===== src/rtl/mps_pkg.sv =====
// mps_pkg: shared types, codes and constants of the maneuver plan sequencer
// used by mps_csr_regs, mps_step_eval and maneuver_plan_sequencer_core
package mps_pkg;

   localparam int unsigned MaxSteps      = 7;
   localparam int unsigned CsrIndexWidth = 3;
   localparam int unsigned CsrDataWidth  = 39;
   localparam int unsigned PlanLenWidth  = 3;

   // 1000 m in Q16.16, and a quarter turn in Q2.14 radians
   localparam logic signed [32:0] OffsetQ16   = 33'sd65536000;
   localparam logic signed [15:0] YawQuarter  = 16'sd25736;
   localparam logic signed [32:0] Int32Max    = 33'sd2147483647;
   localparam logic signed [32:0] Int32Min    = -33'sd2147483648;

   // configuration register indexes
   typedef enum logic [CsrIndexWidth-1:0] {
      CSR_PLAN_LENGTH = 3'd0,
      CSR_STEP_WORD_0 = 3'd1,
      CSR_STEP_WORD_1 = 3'd2,
      CSR_STEP_WORD_2 = 3'd3,
      CSR_STEP_WORD_3 = 3'd4,
      CSR_STEP_WORD_4 = 3'd5,
      CSR_STEP_WORD_5 = 3'd6,
      CSR_STEP_WORD_6 = 3'd7
   } csr_index_type;

   typedef enum logic [2:0] {
      MAN_PARK          = 3'd0,
      MAN_REVERSE       = 3'd1,
      MAN_REVERSE_LEFT  = 3'd2,
      MAN_REVERSE_RIGHT = 3'd3,
      MAN_DRIVE         = 3'd4,
      MAN_DRIVE_LEFT    = 3'd5,
      MAN_DRIVE_RIGHT   = 3'd6,
      MAN_UNKNOWN       = 3'd7
   } maneuver_type;

   typedef enum logic [3:0] {
      TR_DURATION     = 4'd0,
      TR_X_ABOVE      = 4'd1,
      TR_X_BELOW      = 4'd2,
      TR_LEFT_ABOVE   = 4'd3,
      TR_LEFT_BELOW   = 4'd4,
      TR_MIDDLE_ABOVE = 4'd5,
      TR_MIDDLE_BELOW = 4'd6,
      TR_RIGHT_ABOVE  = 4'd7,
      TR_RIGHT_BELOW  = 4'd8
   } step_exit_type;

   typedef enum logic [1:0] {
      ST_RUNNING   = 2'd0,
      ST_IDLE      = 2'd1,
      ST_COMPLETED = 2'd2,
      ST_EMPTY     = 2'd3
   } status_type;

   // one step word: threshold in bits 38:7, transition 6:3, maneuver 2:0
   typedef struct packed {
      logic signed [31:0] threshold;
      step_exit_type      transition;
      maneuver_type       maneuver;
   } step_word_type;

   typedef step_word_type [MaxSteps-1:0] step_table_type;

   // one control tick
   typedef struct packed {
      logic               start_request;
      logic               controller_active;
      logic        [31:0] time_ms;
      logic signed [31:0] pos_x;
      logic signed [31:0] tof_left;
      logic signed [31:0] tof_mid;
      logic signed [31:0] tof_right;
   } tick_type;

   // sequencer state carried from tick to tick
   typedef struct packed {
      logic [2:0]  step_index;
      logic [3:0]  step_counter;
      logic        plan_running;
      logic        step_active;
      logic        plan_done;
      logic [31:0] step_start_time;
   } plan_state_type;

   // one result word
   typedef struct packed {
      status_type         status;
      logic        [3:0]  step_number;
      logic               reference_valid;
      logic signed [31:0] reference_x;
      logic signed [15:0] reference_yaw;
   } result_type;

endpackage


===== src/rtl/maneuver_plan_sequencer_core.sv =====
// maneuver_plan_sequencer_core: top level of the maneuver plan sequencer
// depends on mps_pkg, mps_csr_regs and mps_step_eval
//
//   channel  direction  handshake          word
//   req_     in         valid / stall      one control tick
//   rsp_     out        valid / stall      status, step number and reference
//   csr_     in         valid / ready      register index and write data
//
// a tick is taken into the input register, evaluated combinationally and
// lands in the result register; one tick per cycle sustained while rsp_stall
// is low. the plan state register updates as a tick moves into the result
// register. synchronous active-high reset clears the valid flags and sets
// the plan state to a completed run at step 0. a stalled result stalls the
// input register only, so one further tick is taken while a result waits.
module maneuver_plan_sequencer_core import mps_pkg::*; (
   input  logic                           clock,
   input  logic                           reset,
   // tick input
   input  logic                           req_valid,
   output logic                           req_stall,
   input  logic                           req_start_request,
   input  logic                           req_controller_active,
   input  logic        [31:0]             req_time_ms,
   input  logic signed [31:0]             req_pos_x,
   input  logic signed [31:0]             req_tof_left,
   input  logic signed [31:0]             req_tof_mid,
   input  logic signed [31:0]             req_tof_right,
   // result output
   output logic                           rsp_valid,
   input  logic                           rsp_stall,
   output logic        [1:0]              rsp_status,
   output logic        [3:0]              rsp_step_number,
   output logic                           rsp_reference_valid,
   output logic signed [31:0]             rsp_reference_x,
   output logic signed [15:0]             rsp_reference_yaw,
   // configuration writes
   input  logic                           csr_valid,
   output logic                           csr_ready,
   input  logic        [CsrIndexWidth-1:0] csr_index,
   input  logic        [CsrDataWidth-1:0]  csr_data
);

   logic                    s1_valid_ff, s1_valid_in;
   tick_type                s1_tick_ff;
   logic                    rsp_valid_ff, rsp_valid_in;
   result_type              rsp_word_ff;
   plan_state_type          state_ff;
   plan_state_type          state_nxt;
   result_type              result;
   logic [PlanLenWidth-1:0] plan_length;
   step_table_type          step_table;
   logic                    out_free;
   logic                    advance;
   logic                    accept;

   // configuration registers
   assign csr_ready = 1'b1;

   mps_csr_regs u_csr_regs (
      .clock       (clock),
      .reset       (reset),
      .wr_en       (csr_valid && csr_ready),
      .wr_index    (csr_index_type'(csr_index)),
      .wr_data     (csr_data),
      .plan_length (plan_length),
      .step_table  (step_table)
   );

   // handshake control
   assign out_free  = !rsp_valid_ff || !rsp_stall;
   assign advance   = s1_valid_ff && out_free;
   assign req_stall = s1_valid_ff && !out_free;
   assign accept    = req_valid && !req_stall;

   always_comb begin
      s1_valid_in = s1_valid_ff;
      if (accept) begin
         s1_valid_in = 1'b1;
      end else if (advance) begin
         s1_valid_in = 1'b0;
      end
      rsp_valid_in = rsp_valid_ff;
      if (advance) begin
         rsp_valid_in = 1'b1;
      end else if (out_free) begin
         rsp_valid_in = 1'b0;
      end
   end

   // input register
   always_ff @(posedge clock) begin
      if (reset) begin
         s1_valid_ff <= 1'b0;
      end else begin
         s1_valid_ff <= s1_valid_in;
      end
   end

   always_ff @(posedge clock) begin
      if (accept) begin
         s1_tick_ff <= '{start_request:     req_start_request,
                         controller_active: req_controller_active,
                         time_ms:           req_time_ms,
                         pos_x:             req_pos_x,
                         tof_left:          req_tof_left,
                         tof_mid:           req_tof_mid,
                         tof_right:         req_tof_right};
      end
   end

   // tick evaluation
   mps_step_eval u_step_eval (
      .tick        (s1_tick_ff),
      .state_cur   (state_ff),
      .plan_length (plan_length),
      .step_table  (step_table),
      .state_nxt   (state_nxt),
      .result      (result)
   );

   // plan state and result register
   always_ff @(posedge clock) begin
      if (reset) begin
         rsp_valid_ff             <= 1'b0;
         state_ff.step_index      <= '0;
         state_ff.step_counter    <= 4'd1;
         state_ff.plan_running    <= 1'b0;
         state_ff.step_active     <= 1'b0;
         state_ff.plan_done       <= 1'b1;
         state_ff.step_start_time <= '0;
      end else begin
         rsp_valid_ff <= rsp_valid_in;
         if (advance) begin
            state_ff <= state_nxt;
         end
      end
   end

   always_ff @(posedge clock) begin
      if (advance) begin
         rsp_word_ff <= result;
      end
   end

   assign rsp_valid           = rsp_valid_ff;
   assign rsp_status          = rsp_word_ff.status;
   assign rsp_step_number     = rsp_word_ff.step_number;
   assign rsp_reference_valid = rsp_word_ff.reference_valid;
   assign rsp_reference_x     = rsp_word_ff.reference_x;
   assign rsp_reference_yaw   = rsp_word_ff.reference_yaw;

   // the counter always runs one ahead of the index
   a_counter_tracks_index: assert property (@(posedge clock) disable iff (reset)
      state_ff.step_counter == ({1'b0, state_ff.step_index} + 4'd1))
      else $error("step counter out of step with index");

   // a completed plan is never marked running
   a_done_not_running: assert property (@(posedge clock) disable iff (reset)
      state_ff.plan_done |-> !state_ff.plan_running)
      else $error("plan done while running");

   // no reference outside a running step
   a_ref_only_running: assert property (@(posedge clock) disable iff (reset)
      rsp_valid_ff && (rsp_word_ff.status != ST_RUNNING) |->
         !rsp_word_ff.reference_valid && (rsp_word_ff.step_number == 4'd0))
      else $error("reference or step number outside a running step");

   // reference fields are zero when no reference is issued
   a_ref_zero: assert property (@(posedge clock) disable iff (reset)
      rsp_valid_ff && !rsp_word_ff.reference_valid |->
         (rsp_word_ff.reference_x == '0) && (rsp_word_ff.reference_yaw == '0))
      else $error("reference fields set without a reference");

   // input side stalls only when a tick is held in the input register
   a_stall_has_tick: assert property (@(posedge clock) disable iff (reset)
      req_stall |-> s1_valid_ff && rsp_valid_ff)
      else $error("input stalled with nothing held");

endmodule


===== src/rtl/mps_csr_regs.sv =====
// mps_csr_regs: plan length and step table registers of the sequencer
// depends on mps_pkg for register indexes and the step word layout
module mps_csr_regs import mps_pkg::*; (
   input  logic                             clock,
   input  logic                             reset,
   input  logic                             wr_en,
   input  csr_index_type                    wr_index,
   input  logic        [CsrDataWidth-1:0]   wr_data,
   output logic        [PlanLenWidth-1:0]   plan_length,
   output step_table_type                   step_table
);

   logic [PlanLenWidth-1:0] plan_length_ff;
   step_table_type          step_table_ff;

   // register writes, index 0 is the plan length, the rest are step words
   always_ff @(posedge clock) begin
      if (reset) begin
         plan_length_ff <= '0;
         step_table_ff  <= '0;
      end else if (wr_en) begin
         unique case (wr_index)
            CSR_PLAN_LENGTH: plan_length_ff   <= wr_data[PlanLenWidth-1:0];
            CSR_STEP_WORD_0: step_table_ff[0] <= step_word_type'(wr_data);
            CSR_STEP_WORD_1: step_table_ff[1] <= step_word_type'(wr_data);
            CSR_STEP_WORD_2: step_table_ff[2] <= step_word_type'(wr_data);
            CSR_STEP_WORD_3: step_table_ff[3] <= step_word_type'(wr_data);
            CSR_STEP_WORD_4: step_table_ff[4] <= step_word_type'(wr_data);
            CSR_STEP_WORD_5: step_table_ff[5] <= step_word_type'(wr_data);
            CSR_STEP_WORD_6: step_table_ff[6] <= step_word_type'(wr_data);
            default: ;
         endcase
      end
   end

   assign plan_length = plan_length_ff;
   assign step_table  = step_table_ff;

endmodule


===== src/rtl/mps_step_eval.sv =====
// mps_step_eval: one tick of the plan sequencer, state in, next state and result out
// depends on mps_pkg for the tick, state, result and step word types
module mps_step_eval import mps_pkg::*; (
   input  tick_type                   tick,
   input  plan_state_type             state_cur,
   input  logic [PlanLenWidth-1:0]    plan_length,
   input  step_table_type             step_table,
   output plan_state_type             state_nxt,
   output result_type                 result
);

   step_word_type      word;
   logic        [2:0]  cur_index;
   logic signed [32:0] ref_sum;
   logic signed [31:0] ref_sat;
   logic        [31:0] elapsed;
   logic               go;

   // index in use this tick, a start request on a completed run begins at step 0
   assign cur_index = (tick.start_request && state_cur.plan_done) ? 3'd0
                                                                  : state_cur.step_index;

   // step word of the current index, the slot past the table reads as zero
   always_comb begin
      word = '0;
      if (cur_index != 3'(MaxSteps)) begin
         word = step_table[cur_index];
      end
   end

   // reference x before saturation
   always_comb begin
      unique case (word.maneuver)
         MAN_PARK:                                   ref_sum = 33'(tick.pos_x);
         MAN_REVERSE, MAN_REVERSE_LEFT, MAN_REVERSE_RIGHT:
            ref_sum = 33'(tick.pos_x) - OffsetQ16;
         MAN_DRIVE, MAN_DRIVE_LEFT, MAN_DRIVE_RIGHT:
            ref_sum = 33'(tick.pos_x) + OffsetQ16;
         default:                                    ref_sum = '0;
      endcase
      if (ref_sum > Int32Max) begin
         ref_sat = Int32Max[31:0];
      end else if (ref_sum < Int32Min) begin
         ref_sat = Int32Min[31:0];
      end else begin
         ref_sat = ref_sum[31:0];
      end
   end

   // transition test, elapsed time is unsigned and a negative duration threshold passes at once
   assign elapsed = tick.time_ms - state_cur.step_start_time;

   always_comb begin
      unique case (word.transition)
         TR_DURATION:     go = word.threshold[31] || (elapsed > $unsigned(word.threshold));
         TR_X_ABOVE:      go = tick.pos_x     > word.threshold;
         TR_X_BELOW:      go = tick.pos_x     < word.threshold;
         TR_LEFT_ABOVE:   go = tick.tof_left  > word.threshold;
         TR_LEFT_BELOW:   go = tick.tof_left  < word.threshold;
         TR_MIDDLE_ABOVE: go = tick.tof_mid   > word.threshold;
         TR_MIDDLE_BELOW: go = tick.tof_mid   < word.threshold;
         TR_RIGHT_ABOVE:  go = tick.tof_right > word.threshold;
         TR_RIGHT_BELOW:  go = tick.tof_right < word.threshold;
         default:         go = 1'b0;
      endcase
   end

   // sequencer update for this tick
   always_comb begin
      logic past_end;
      state_nxt = state_cur;
      result    = '0;
      result.status = ST_IDLE;
      past_end  = 1'b0;

      // start request only restarts a completed run
      if (tick.start_request && state_cur.plan_done) begin
         state_nxt.step_index   = '0;
         state_nxt.step_counter = 4'd1;
         state_nxt.step_active  = 1'b0;
         state_nxt.plan_running = 1'b0;
         state_nxt.plan_done    = 1'b0;
      end

      if (!state_nxt.plan_done && tick.controller_active) begin
         past_end = {1'b0, state_nxt.step_index} >= {1'b0, plan_length};
         if (state_nxt.plan_running && past_end) begin
            state_nxt.plan_running = 1'b0;
            state_nxt.plan_done    = 1'b1;
            result.status          = ST_COMPLETED;
         end else if (!state_nxt.plan_running && past_end) begin
            result.status = ST_EMPTY;
         end else begin
            state_nxt.plan_running = 1'b1;
            if (!state_nxt.step_active) begin
               // step begins: issue its reference
               result.reference_valid = 1'b1;
               result.reference_x     = ref_sat;
               unique case (word.maneuver)
                  MAN_REVERSE_LEFT, MAN_DRIVE_LEFT:   result.reference_yaw = YawQuarter;
                  MAN_REVERSE_RIGHT, MAN_DRIVE_RIGHT: result.reference_yaw = -YawQuarter;
                  default:                            result.reference_yaw = '0;
               endcase
               state_nxt.step_start_time = tick.time_ms;
               state_nxt.step_active     = 1'b1;
            end else if (go) begin
               state_nxt.step_index   = state_nxt.step_index + 3'd1;
               state_nxt.step_counter = state_nxt.step_counter + 4'd1;
               state_nxt.step_active  = 1'b0;
            end
            result.status      = ST_RUNNING;
            result.step_number = state_nxt.step_counter;
         end
      end
   end

endmodule


===== config.mk =====
export PLATFORM = sky130hd
export DESIGN_NAME = maneuver_plan_sequencer_core
export DESIGN_NICKNAME = d
export VERILOG_FILES = /design/src/rtl/mps_pkg.sv /design/src/rtl/maneuver_plan_sequencer_core.sv /design/src/rtl/mps_csr_regs.sv /design/src/rtl/mps_step_eval.sv
export SDC_FILE = /design/constraint.sdc
export NUM_CORES = 1
export LEC_CHECK = 0
export ABC_CLOCK_PERIOD_IN_PS = 14200
export BUFFER_PORTS_ARGS = -buffer_cell sky130_fd_sc_hd__buf_4
export CORE_MARGIN = 2
export CORE_UTILIZATION = 40
export DETAILED_ROUTE_END_ITERATION = 8
export GPL_TIMING_DRIVEN = 0
export HOLD_SLACK_MARGIN = 0.1
export PLACE_DENSITY = 0.56
export SYNTH_ARGS = -nofsm -noshare
export SYNTH_HDL_FRONTEND = slang
export SYNTH_SLANG_ARGS = --single-unit

===== constraint.sdc =====
create_clock -name clock -period 14.2 [get_ports clock]
set_input_delay 2.84 -clock clock [delete_from_list [all_inputs] [get_ports clock]]
set_output_delay 2.84 -clock clock [all_outputs]
set_load 0.03 [all_outputs]

==> flow_summary.yaml <==
outcome:
  run_status: "completed"
final_layout:
  fin_util_pct: 47.9
  num-fill-cells: 6145
  syn_to_final_growth_pct: 19.2
  drive_above_1_share_pct: 14.4
  layout.nets: 3536
timing:
  finalHoldViolCount: 0
  setup_violations: 0
  fmax_ghz: 0.124
  setup_tns_ns: 0
  tightest_slew_ns: 1.32
  fin_crit_ns: 8.04
  finalMaxSlewViolations: 0
  setup_ws_ns: 6.16
  finClkSkew_ns: 0.0294
  finalCritPeriodShare_pct: 56.6
  timing.slew.headroom_pct: 11.2
  rsz0062_at_grt: "no"
power:
  power_density_nw_per_um2: 113
  switchingPower_mw: 0.907
  p_leak_nw: 11.4
  total_power_mw: 3.55
  p_int_mw: 2.64
  combPwrFrac_pct: 10.9
  swShare_pct: 25.6
  ir_worst_vdd_uv: 111
  p_seq_share_pct: 46.4
  power_frac_clock_pct: 42.7
logic_synthesis:
  synth_edf_count: 204
  synth_cell_types: 84
  synth_seq_area_share_pct: 47.6
  ys_async_sr_fraction_pct: 0
  synthesis.area_um2: 26300
  syn_area_per_cell_um2: 9.44
  synth_ff_type: "dfxtp_1"
  ys_seq_elements: 524
  ys.warnings.count: 0
  syn_inst: 2790
floorplan:
  die_w_um: 261
  start_util_pct: 40.2
  num_rows: 94
  core_um2: 65500
  io_pins: 267
  die_y_um: 261
  design.die.area_um2: 67900
placement:
  post-dp-hpwl_mm: 67.2
  io_buffers: 256
  gp_congestion: 0.910
  pre_cts_ws_ns: 6.26
cts:
  cts_tree: "built"
  cts-resized-gates: 0
  post-cts-setup-buffers: 0
  cts_max_level: 2
  numCtsBuffers: 58
  cts_max_path_buffers: 3
  cts.clk_slew.worst_paths_ns: 0.07
  clock-sinks: 524
  insertion_delay_ns: 0.64
  holdBufCountCts: 0
  cts_root_buffer: "clkbuf_16"
detailed_routing:
  antenna_left: 0
  drt_iter0_drc: 1931
  vias: 22800
  avgViaCountPerCell: 5.66
  dr.pass1.iters: 6
  route.detailed.drc: 0
  wirelength_mm: 89.2
  wl_per_cell_um: 22.2
worst_hold_path:
  hold_path_depth: 2
  min_path_type: "reg -> reg"
setup_path:
  cp_data_arrival_time_ns: 8.42
  critPathKind: "reg -> reg"
  worst-r2r-cell-count: 23
  end_kind: "flip-flop"
  startpoint_type: "flip-flop"
  critPathMaxFanout: 10
  required_ns: 14.58
global_routing:
  grt_max_degree: 50
  grt-ovfl-total: 0
  antenna_found_initial: 1
  grt_use_total_pct: 25.7
  grt_pass1_vias: 22300
  grt_pass1_wl_mm: 132
run:
  max_cap_viol_count: 0
==> synthesized netlist by cell type, drive strengths merged, types with 19 or more instances <==
cell / instances / area, um^2
a222oi: 31 / 310
a21oi: 434 / 2170
mux4: 31 / 698
a211o: 40 / 350
xnor2: 22 / 193
nor2: 85 / 319
ha: 211 / 2640
nand2: 690 / 2590
nor2b: 22 / 140
buf: 39 / 272
dfxtp: 320 / 6410
a21o: 42 / 315
o21ai: 50 / 254
nor3: 19 / 100
clkbuf: 132 / 495
o21a: 40 / 300
nand4: 41 / 257
nand3: 33 / 165
inv: 67 / 254
edfxtp: 204 / 6130
==> layer usage <==
layer	GRT usage (%)	vias to the layer above	share of wire, %
met1	34.7	11000	43
met2	42.2	945	47
met5	0	-	0
li1	-	10600	-
met4	9.60	0	3.3
met3	3.45	176	6.8
==> cell type report <==
| type | count | area (um^2) | share of cell area [%] |
|---|---|---|---|
| antenna | 2 | 5.00 | 0.0160 |
| buffer | 171 | 768 | 2.45 |
| clock buffer | 82 | 1710 | 5.44 |
| clock inverter | 25 | 204 | 0.650 |
| inverter | 68 | 259 | 0.825 |
| multi-input combinational | 2029 | 12800 | 40.8 |
| sequential | 524 | 12500 | 39.9 |
| tap | 864 | 1080 | 3.45 |
| timing repair buffer | 262 | 2030 | 6.47 |
==> power groups by stage <==
stage / Combinational (mW) / Sequential [mW] / Clock (mW)
after CTS: 0.384 / 1.65 / 1.54
after detailed placement: 0.382 / 1.68 / 0
after global routing: 0.426 / 1.65 / 1.59
final: 0.387 / 1.65 / 1.52
after floorplan: 0.216 / 1.68 / 0
after global placement: 0.368 / 1.69 / 0
==> sequential cells by signal, summed over array words and instances (netlist names), 2 cells and up <==
signal and flops:
u_csr_regs.step_table 273, s1_tick_ff 162, state_ff 42, rsp_reference_x 32, rsp_step_number 4, rsp_reference_yaw 3
u_csr_regs.plan_length 3, rsp_status 2
==> worst paths after layout <==
| kind | from | endpoint | slack (ns) |
|---|---|---|---|
| max | state_ff[39]$_SDFFE_PP0P_ | rsp_reference_x[28]$_SDFFCE_PP0P_ | 6.16 |
| min | state_ff[7]$_SDFFE_PP0P_ | state_ff[7]$_SDFFE_PP0P_ | 0.45 |
| max reg2reg | state_ff[39]$_SDFFE_PP0P_ | rsp_reference_x[28]$_SDFFCE_PP0P_ | 6.16 |
| min reg2reg | state_ff[7]$_SDFFE_PP0P_ | state_ff[7]$_SDFFE_PP0P_ | 0.45 |
==> stage by stage <==
stage / std cells / hold slack, ns / instance area (um^2)
finish: 4027 / 0.453 / 31400
global route: 4026 / 0.468 / 31400
CTS: 4025 / 0.453 / 31400
detailed placement: 3918 / 0.445 / 29500
global placement: 3912 / 0.438 / 29300
floorplan: 2792 / 0.432 / 26300
==> placed cells by master, fill, tap and decap left out, types with 8 or more instances in the layout <==
| master | instances |
|---|---|
| nand2_1 | 690 |
| a21oi_1 | 434 |
| dfxtp_1 | 320 |
| buf_4 | 277 |
| ha_1 | 211 |
| edfxtp_1 | 204 |
| clkbuf_1 | 143 |
| nor2_1 | 85 |
| inv_1 | 66 |
| clkbuf_16 | 61 |
| o21ai_0 | 48 |
| a21o_1 | 42 |
| nand4_1 | 41 |
| o21a_1 | 40 |
| a211o_1 | 40 |
| nand3_1 | 33 |
| a222oi_1 | 31 |
| mux4_2 | 31 |
| xnor2_1 | 22 |
| nor2b_1 | 20 |
| nor3_1 | 18 |
| xor2_1 | 18 |
| o211ai_1 | 18 |
| nand2b_1 | 17 |
| clkinv_2 | 15 |
| a22oi_1 | 15 |
| a211oi_1 | 15 |
| and3_1 | 12 |
| or3_1 | 12 |
| mux2_2 | 11 |
| clkbuf_8 | 10 |
| a221oi_1 | 8 |
==> worst max-delay path: stages, from the launching register on <==
cell      delay (ns)
dfxtp_1         0.41
buf_6           0.22
buf_8           0.17
a21boi_4        0.46
clkbuf_1        0.83
ha_1            0.29
ha_1            0.21
clkbuf_1        0.47
nand3b_1        0.35
or2_2           0.17
nor2b_1         0.67
inv_1           0.34
ha_1            0.36
a21o_1          0.15
a21oi_1         0.23
o21ai_0         0.20
a31o_2          0.32
a211oi_1        0.40
o211ai_1        0.19
a21oi_1         0.43
buf_2           0.33
buf_2           0.27
a21oi_1         0.10
o21a_1          0.20
==> cell families (layout without fill, tap and decap cells) <==
family                     after synthesis  in the layout  share of synthesized area, %
other                                    2              6                        0.0285
AOI/OAI and AO/OA                      753            753                          17.9
adders and majority gates              213            213                          10.2
buffers and inverters                  239            608                          3.89
DFF                                    524            524                          47.6
and+or+nand+nor                        968            968                          15.6
muxes                                   51             51                          3.49
xor gates and xnor gates                40             40                          1.33
No activity file was read; power rests on OpenSTA's default activity.
